$ cat config.mk
export PLATFORM = sky130hd
export DESIGN_NAME = grs_ctrl
export DESIGN_NICKNAME = d
export VERILOG_FILES = /design/src/rtl/core/grs_pkg.sv /design/src/rtl/core/grs_ctrl.sv
export SDC_FILE = /design/constraint.sdc
export NUM_CORES = 1
export LEC_CHECK = 0
export ABC_AREA = 1
export BUFFER_PORTS_ARGS = -buffer_cell sky130_fd_sc_hd__buf_4
export CORE_MARGIN = 1.5
export CORE_UTILIZATION = 54
export CTS_BUF_LIST = sky130_fd_sc_hd__clkbuf_4 sky130_fd_sc_hd__clkbuf_8 sky130_fd_sc_hd__clkbuf_16
export DETAILED_ROUTE_END_ITERATION = 12
export GPL_TIMING_DRIVEN = 0
export PLACE_DENSITY = 0.77
export RECOVER_POWER = 50
export SLEW_MARGIN = 20
export SYNTH_ARGS = -nofsm -noshare
export SYNTH_HDL_FRONTEND = slang
export SYNTH_SLANG_ARGS = --single-unit
$ cat constraint.sdc
create_clock -name clk -period 3.7 [get_ports clk]
set_input_delay 0 -clock clk [delete_from_list [all_inputs] [get_ports clk]]
set_output_delay 0 -clock clk [all_outputs]
set_load 0.005 [all_outputs]
$ cat src/rtl/core/grs_pkg.sv
// ---------------------------------------------------------------------------
// grs_pkg: shared types and constants for the reaction step core
// Micro-op codes, command/status structs, rate and stoichiometry tables,
// and the log table builder.
// ---------------------------------------------------------------------------
package grs_pkg;

  localparam int NUM_SPECIES   = 7;
  localparam int NUM_REACTIONS = 15;

  // input word op codes
  localparam logic OP_START_RUN = 1'b0;
  localparam logic OP_STEP      = 1'b1;

  // config register indexes
  localparam logic [2:0] CFG_STOP_TIME = 3'd0;

  localparam logic [3:0] RXN_NONE = 4'd15;
  localparam logic [3:0] RXN_LAST = 4'd14;
  localparam logic [2:0] SP_NONE  = 3'd7;  // no species / unit factor

  localparam logic [31:0] STOP_RESET = 32'd6553600;
  localparam logic [15:0] LN2_Q16    = 16'd45426;

  localparam logic [15:0] INIT_RESET [NUM_SPECIES] =
    '{16'd900, 16'd900, 16'd30, 16'd330, 16'd50, 16'd270, 16'd20};

  // linear propensities: coef * count (or coef alone for SP_NONE)
  localparam logic [20:0] LIN_COEF [NUM_REACTIONS] =
    '{21'd1310720, 21'd983, 21'd0, 21'd32768, 21'd1311, 21'd0, 21'd983,
      21'd39322, 21'd1311, 21'd39322, 21'd4260, 21'd3277, 21'd11141,
      21'd1311, 21'd983};
  localparam logic [2:0] LIN_SP [NUM_REACTIONS] =
    '{3'd7, 3'd0, 3'd7, 3'd7, 3'd1, 3'd7, 3'd2, 3'd2, 3'd3, 3'd3,
      3'd4, 3'd4, 3'd5, 3'd6, 3'd6};
  localparam logic [NUM_REACTIONS-1:0] IS_BITE = 15'b000_0000_0010_0100;

  // saturating bite terms
  localparam logic [11:0] BITE_K       [2] = '{12'd1475, 12'd2458};
  localparam logic [15:0] BITE_NU      [2] = '{16'd32768, 16'd9830};
  localparam logic [2:0]  BITE_C_SP    [2] = '{3'd5, 3'd4};
  localparam logic [2:0]  BITE_HOST_SP [2] = '{3'd0, 3'd1};
  localparam logic [3:0]  BITE_RXN     [2] = '{4'd2, 4'd5};

  localparam logic [2:0] LOSE_SP [NUM_REACTIONS] =
    '{3'd7, 3'd0, 3'd0, 3'd7, 3'd1, 3'd1, 3'd2, 3'd2, 3'd3, 3'd3,
      3'd4, 3'd4, 3'd5, 3'd6, 3'd6};
  localparam logic [2:0] GAIN_SP [NUM_REACTIONS] =
    '{3'd0, 3'd7, 3'd2, 3'd1, 3'd7, 3'd3, 3'd7, 3'd4, 3'd7, 3'd5,
      3'd7, 3'd6, 3'd7, 3'd0, 3'd7};

  // datapath micro-ops
  localparam logic [4:0] UOP_NOP      = 5'd0;
  localparam logic [4:0] UOP_START    = 5'd1;
  localparam logic [4:0] UOP_SKIP     = 5'd2;
  localparam logic [4:0] UOP_LOAD     = 5'd3;
  localparam logic [4:0] UOP_NU       = 5'd4;
  localparam logic [4:0] UOP_DIV_FRAC = 5'd5;
  localparam logic [4:0] UOP_KF       = 5'd6;
  localparam logic [4:0] UOP_KFH      = 5'd7;
  localparam logic [4:0] UOP_WBITE    = 5'd8;
  localparam logic [4:0] UOP_LIN      = 5'd9;
  localparam logic [4:0] UOP_NORM     = 5'd10;
  localparam logic [4:0] UOP_BASE     = 5'd11;
  localparam logic [4:0] UOP_NEGLOG   = 5'd12;
  localparam logic [4:0] UOP_DIV_TAU  = 5'd13;
  localparam logic [4:0] UOP_TLO      = 5'd14;
  localparam logic [4:0] UOP_THI      = 5'd15;
  localparam logic [4:0] UOP_TGT      = 5'd16;
  localparam logic [4:0] UOP_SEARCH   = 5'd17;
  localparam logic [4:0] UOP_APPLY    = 5'd18;
  localparam logic [4:0] UOP_EMIT     = 5'd19;

  typedef struct packed {
    logic [4:0] uop;
    logic [3:0] idx;
  } cmd_t;

  typedef struct packed {
    logic halted;
    logic div_done;
    logic hit;
    logic out_free;
  } stat_t;

  // shift-subtract quotient for table building; elaboration only
  function automatic longint unsigned udiv64(input longint unsigned a,
                                             input longint unsigned d);
    longint unsigned q, rm;
    q  = 0;
    rm = 0;
    for (int i = 63; i >= 0; i--) begin
      rm = (rm << 1) | ((a >> i) & 64'd1);
      if (rm >= d) begin
        rm = rm - d;
        q  = q | (64'd1 << i);
      end
    end
    return q;
  endfunction

  // ln(1 + k/2^b) in Q.16 via 2*atanh series in Q2.30; elaboration only
  function automatic logic [15:0] ln_entry(input int unsigned k, input int unsigned b);
    longint unsigned z, z2, pw, acc, n, den, r;
    den = (64'd1 << (b + 1)) + 64'(k);
    z   = udiv64(64'(k) << 30, den);
    z2  = (z * z) >> 30;
    pw  = z;
    acc = 0;
    n   = 1;
    for (int i = 0; i < 100; i++) begin
      if (pw != 0) begin
        acc = acc + udiv64(pw, n);
        pw  = (pw * z2) >> 30;
        n   = n + 2;
      end
    end
    r = ((2 * acc) + (64'd1 << 13)) >> 14;
    return r[15:0];
  endfunction

endpackage

$ cat src/rtl/core/grs_ctrl.sv
// ---------------------------------------------------------------------------
// grs_ctrl: reaction step sequencer
// Walks start or skip, bite terms, linear terms, log, divisions, search, apply and emit.
// ---------------------------------------------------------------------------
module grs_ctrl (
  input  logic           clk,
  input  logic           rst_n,
  input  logic           in_valid,
  output logic           in_stall,
  input  logic           in_op,
  input  grs_pkg::stat_t stat,
  output grs_pkg::cmd_t  cmd
);

  localparam logic [4:0] S_IDLE   = 5'd0;
  localparam logic [4:0] S_NU     = 5'd1;
  localparam logic [4:0] S_DIVF   = 5'd2;
  localparam logic [4:0] S_WAITF  = 5'd3;
  localparam logic [4:0] S_KF     = 5'd4;
  localparam logic [4:0] S_KFH    = 5'd5;
  localparam logic [4:0] S_WBITE  = 5'd6;
  localparam logic [4:0] S_LIN    = 5'd7;
  localparam logic [4:0] S_NORM   = 5'd8;
  localparam logic [4:0] S_BASE   = 5'd9;
  localparam logic [4:0] S_NEGLOG = 5'd10;
  localparam logic [4:0] S_DIVT   = 5'd11;
  localparam logic [4:0] S_TLO    = 5'd12;
  localparam logic [4:0] S_THI    = 5'd13;
  localparam logic [4:0] S_TGT    = 5'd14;
  localparam logic [4:0] S_SEARCH = 5'd15;
  localparam logic [4:0] S_WAITT  = 5'd16;
  localparam logic [4:0] S_APPLY  = 5'd17;
  localparam logic [4:0] S_RESULT = 5'd18;

  logic [4:0] state_r, state_nxt;
  logic [3:0] cnt_r, cnt_nxt;

  always_comb begin
    state_nxt = state_r;
    cnt_nxt   = cnt_r;
    cmd.uop   = grs_pkg::UOP_NOP;
    cmd.idx   = cnt_r;
    case (state_r)
      S_IDLE: if (in_valid) begin
        if (in_op == grs_pkg::OP_START_RUN) begin
          cmd.uop   = grs_pkg::UOP_START;
          state_nxt = S_RESULT;
        end else if (stat.halted) begin
          cmd.uop   = grs_pkg::UOP_SKIP;
          state_nxt = S_RESULT;
        end else begin
          cmd.uop   = grs_pkg::UOP_LOAD;
          cnt_nxt   = '0;
          state_nxt = S_NU;
        end
      end
      S_NU: begin
        cmd.uop   = grs_pkg::UOP_NU;
        state_nxt = S_DIVF;
      end
      S_DIVF: begin
        cmd.uop   = grs_pkg::UOP_DIV_FRAC;
        state_nxt = S_WAITF;
      end
      S_WAITF: if (stat.div_done) state_nxt = S_KF;
      S_KF: begin
        cmd.uop   = grs_pkg::UOP_KF;
        state_nxt = S_KFH;
      end
      S_KFH: begin
        cmd.uop   = grs_pkg::UOP_KFH;
        state_nxt = S_WBITE;
      end
      S_WBITE: begin
        cmd.uop = grs_pkg::UOP_WBITE;
        cnt_nxt = '0;
        state_nxt = (cnt_r == 4'd0) ? S_NU : S_LIN;
        if (cnt_r == 4'd0) cnt_nxt = 4'd1;
      end
      S_LIN: begin
        cmd.uop = grs_pkg::UOP_LIN;
        if (cnt_r == grs_pkg::RXN_NONE) begin
          cnt_nxt   = '0;
          state_nxt = S_NORM;
        end else begin
          cnt_nxt = cnt_r + 4'd1;
        end
      end
      S_NORM: begin
        cmd.uop = grs_pkg::UOP_NORM;
        if (cnt_r == 4'd4) state_nxt = S_BASE;
        else cnt_nxt = cnt_r + 4'd1;
      end
      S_BASE: begin
        cmd.uop   = grs_pkg::UOP_BASE;
        state_nxt = S_NEGLOG;
      end
      S_NEGLOG: begin
        cmd.uop   = grs_pkg::UOP_NEGLOG;
        state_nxt = S_DIVT;
      end
      S_DIVT: begin
        cmd.uop   = grs_pkg::UOP_DIV_TAU;
        state_nxt = S_TLO;
      end
      S_TLO: begin
        cmd.uop   = grs_pkg::UOP_TLO;
        state_nxt = S_THI;
      end
      S_THI: begin
        cmd.uop   = grs_pkg::UOP_THI;
        state_nxt = S_TGT;
      end
      S_TGT: begin
        cmd.uop   = grs_pkg::UOP_TGT;
        cnt_nxt   = '0;
        state_nxt = S_SEARCH;
      end
      S_SEARCH: begin
        cmd.uop = grs_pkg::UOP_SEARCH;
        if (stat.hit) state_nxt = S_WAITT;
        else cnt_nxt = cnt_r + 4'd1;
      end
      S_WAITT: if (stat.div_done) state_nxt = S_APPLY;
      S_APPLY: begin
        cmd.uop   = grs_pkg::UOP_APPLY;
        state_nxt = S_RESULT;
      end
      S_RESULT: if (stat.out_free) begin
        cmd.uop   = grs_pkg::UOP_EMIT;
        state_nxt = S_IDLE;
      end
      default: state_nxt = S_IDLE;
    endcase
  end

  always_ff @(posedge clk) begin
    if (!rst_n) begin
      state_r <= S_IDLE;
      cnt_r   <= '0;
    end else begin
      state_r <= state_nxt;
      cnt_r   <= cnt_nxt;
    end
  end

  assign in_stall = (state_r != S_IDLE);

endmodule

==> summary.md <==
| Metric | Value |
|---|---|
| Bufs on Longest Clock Path | 2 |
| Hpwl dp | 2.400 mm |
| FP Rows | 16 |
| Wire per inst | 12.43 um |
| H-tree Lvls | 1 |
| Fill cell count | 202 |
| Unique cell type count in the Yosys netlist | 24 |
| Pre-antenna DRT Iters | 4 |
| Final Hold Viols | 0 |
| Worst setup EP type | register |
| Status | finished, final reports clean |
| Final antenna-violating net count | 0 |
| Critical Path Start Type | register |
| Final Instance Area | 1285 um^2 |
| Commonest non-fill, non-tap cell in the layout | nand2_1 |
| Synth Warn # | 0 |
| NumNets Final | 219 |
| Pin count of the biggest net entering global routing | 10 |
| Max-slew violations | 0 |
| Worst-margin pin slew | 699.2 ps |
| Crit path arrival time | 2290 ps |
| Area Overhead vs Synth | 16.44% |
| Total Routing Usage GR | 27.44% |
| First-pass GRT wire length | 4.443 mm |
| Synthesized area per cell | 5.933 um^2 |
| Die width | 48.21 um |
| Drt drc | 0 |
| Max IR drop VDD | 545.0 uV |
| Final WL | 2.922 mm |
| Share of post-route cells with drive strength above 1 | 25.00% |
| Io pins | 18 |
| Core region area | 1942 um^2 |
| Setup_tns | 0 ps |
| Relative slew slack | 53.21% |
| Placed cell areas | 1265 um^2 |
| Setup violators final | 0 |
| Critical Setup Path Class | register to register |
| Vias | 1,284 |
| Flops & latches, synth | 9 |
| Height of the die | 48.21 um |
| CTS sink cnt | 9 |
| CP Max Fanout | 8 |
| Initial antenna violation count | 0 |
| Fmax | 475.9 MHz |
| DR vias/cell | 5.464 |
| RSZ-0062 raised after global routing | false |
| Post-Syn Nets | 196 |
| Root buffer cell | clkbuf_4 |
| Fin crit share | 56.79% |
| Cells after Synth | 186 |
| Commonest non-fill, non-tap cells in the layout | nand2_1, nand3_1, nor2_1 |
| Worst skew pair latency | 260 ps |
| Sequential fraction of the synthesis area | 16.33% |
| Gpl congestion | 0.8601 |
| Starting Density | 56.83% |
| Antenna diode count | 0 |
| Cell Pwr Density | 779.7 nW/um^2 |
| Tmin final | 2101 ps |
| Worst EP required | 3890 ps |
| Leak Pwr | 0.6845 nW |
| Cell Area, Synth | 1104 um^2 |
| DIE AREA | 2324 um^2 |
| CTS tree | yes |
| Gr ovfl total | 0 |
| Skew final | 4.908 ps |
| Tightest Hold Check Type | input port to register |
| DR iter-0 viols | 63 |
| Worst-path clk slew | 60 ps |
| CTS buffer count | 3 |
| # Max-Cap Violations | 0 |
| Vias in the first global route | 1,062 |
| Number of port buffers | 17 |
## area by class of cell
type,count,area [um^2],share of cell area (%)
tap,27,33.78,2.629
clock inverter,1,5.005,0.3895
sequential,9,180.2,14.02
timing repair buffer,18,137.6,10.71
inverter,25,96.34,7.498
clock buffer,3,22.52,1.753
multi-input combinational,151,804.5,62.61
buffer,1,5.005,0.3895
## metal layers
layer,routed length (um),up-vias,part of all wire (%),GRT usage [%]
met5,0,-,0,0
li1,-,648,-,-
met4,16,0,0.55,8.649
met1,1408,583,48,38.39
met2,1366,51,47,43.95
met3,131,2,4.5,2.963
## state kept, by name, indices dropped and copies added, names as in the netlist
| register | cells |
|---|---|
| state_r | 5 |
| cnt_r | 4 |
## power breakdown
part / internal (mW) / leakage, nW / switching [mW]
combinational: 0.269 / 0.593 / 0.487
clock: 0.0398 / 0.0177 / 0.0334
sequential: 0.122 / 0.0733 / 0.0506
total: 0.430 / 0.684 / 0.571
## logic make-up (layout without fill, tap and decap cells)
kind of cell,count (synthesis),count (layout),share of synthesized area [%]
simple gates,133,133,63.60
buf+inv,26,48,9.183
xor+xnor,1,1,0.7938
flops,9,9,16.33
compound gates,15,15,7.823
fa+ha+maj,2,2,2.267
## metrics by stage
step           worst slack (ps)  utilization [%]  total power, mW  std cells  hold WS, ps
2_1_floorplan              2308                -           0.7381        186        118.2
3_3_place_gp               2155            65.14           0.9416        230        238.4
3_5_place_dp               2130            65.14           0.9551        230        246.7
4_1_cts                    1965            67.07            1.032        235        222.1
5_1_grt                    1463            66.17            1.093        235        295.4
6_report                   1599            66.17            1.002        235        229.8
## repair_timing
| item | 4_1_cts | 5_1_grt |
|---|---|---|
| gates resized for setup | 0 | 0 |
| endpoints found under the hold margin | 1 | 0 |
| setup buffers | 0 | 0 |
| hold buffers | 1 | 0 |
## synth_stat cells
cell / instances / area (um^2)
nor3_1: 1 / 5.000
o2111ai_1: 1 / 8.760
dfxtp_1: 9 / 180.2
nand3_1: 25 / 125.1
nand2_4: 5 / 56.30
xnor2_1: 1 / 8.760
ha_1: 2 / 25.02
nor2_2: 5 / 31.28
nand2_1: 54 / 202.7
inv_1: 18 / 67.56
nand4_1: 7 / 43.79
buf_2: 1 / 5.000
nor2_1: 19 / 71.32
nand3b_1: 2 / 15.01
nand2_2: 4 / 25.02
nand3_4: 1 / 17.52
o21ai_1: 1 / 5.000
o21ai_0: 1 / 5.000
a21oi_1: 10 / 50.05
a21oi_2: 2 / 17.52
inv_2: 6 / 22.52
nor2_4: 7 / 78.83
inv_4: 1 / 6.260
nand3_2: 3 / 30.03
## critical path, stage by stage (launching register included)
cell	delay, ps
dfxtp_1	380
nor2_1	580
clkinv_1	200
nor2_1	370
nand2_2	100
inv_2	70
nor2_2	50
nand2_4	90
nand2_1	50
a21oi_1	140
## final timing paths
check                           startpoint         end  slack, ps  cells past startpoint
worst max register to register  state_r[0]  state_r[0]       1600                      9
worst min register to register    cnt_r[1]    cnt_r[1]        540                      2
worst min-delay path               stat[1]    cnt_r[3]        230                      6
worst max-delay path            state_r[0]  state_r[0]       1600                      9
No activity file was read; power rests on OpenSTA's default activity.
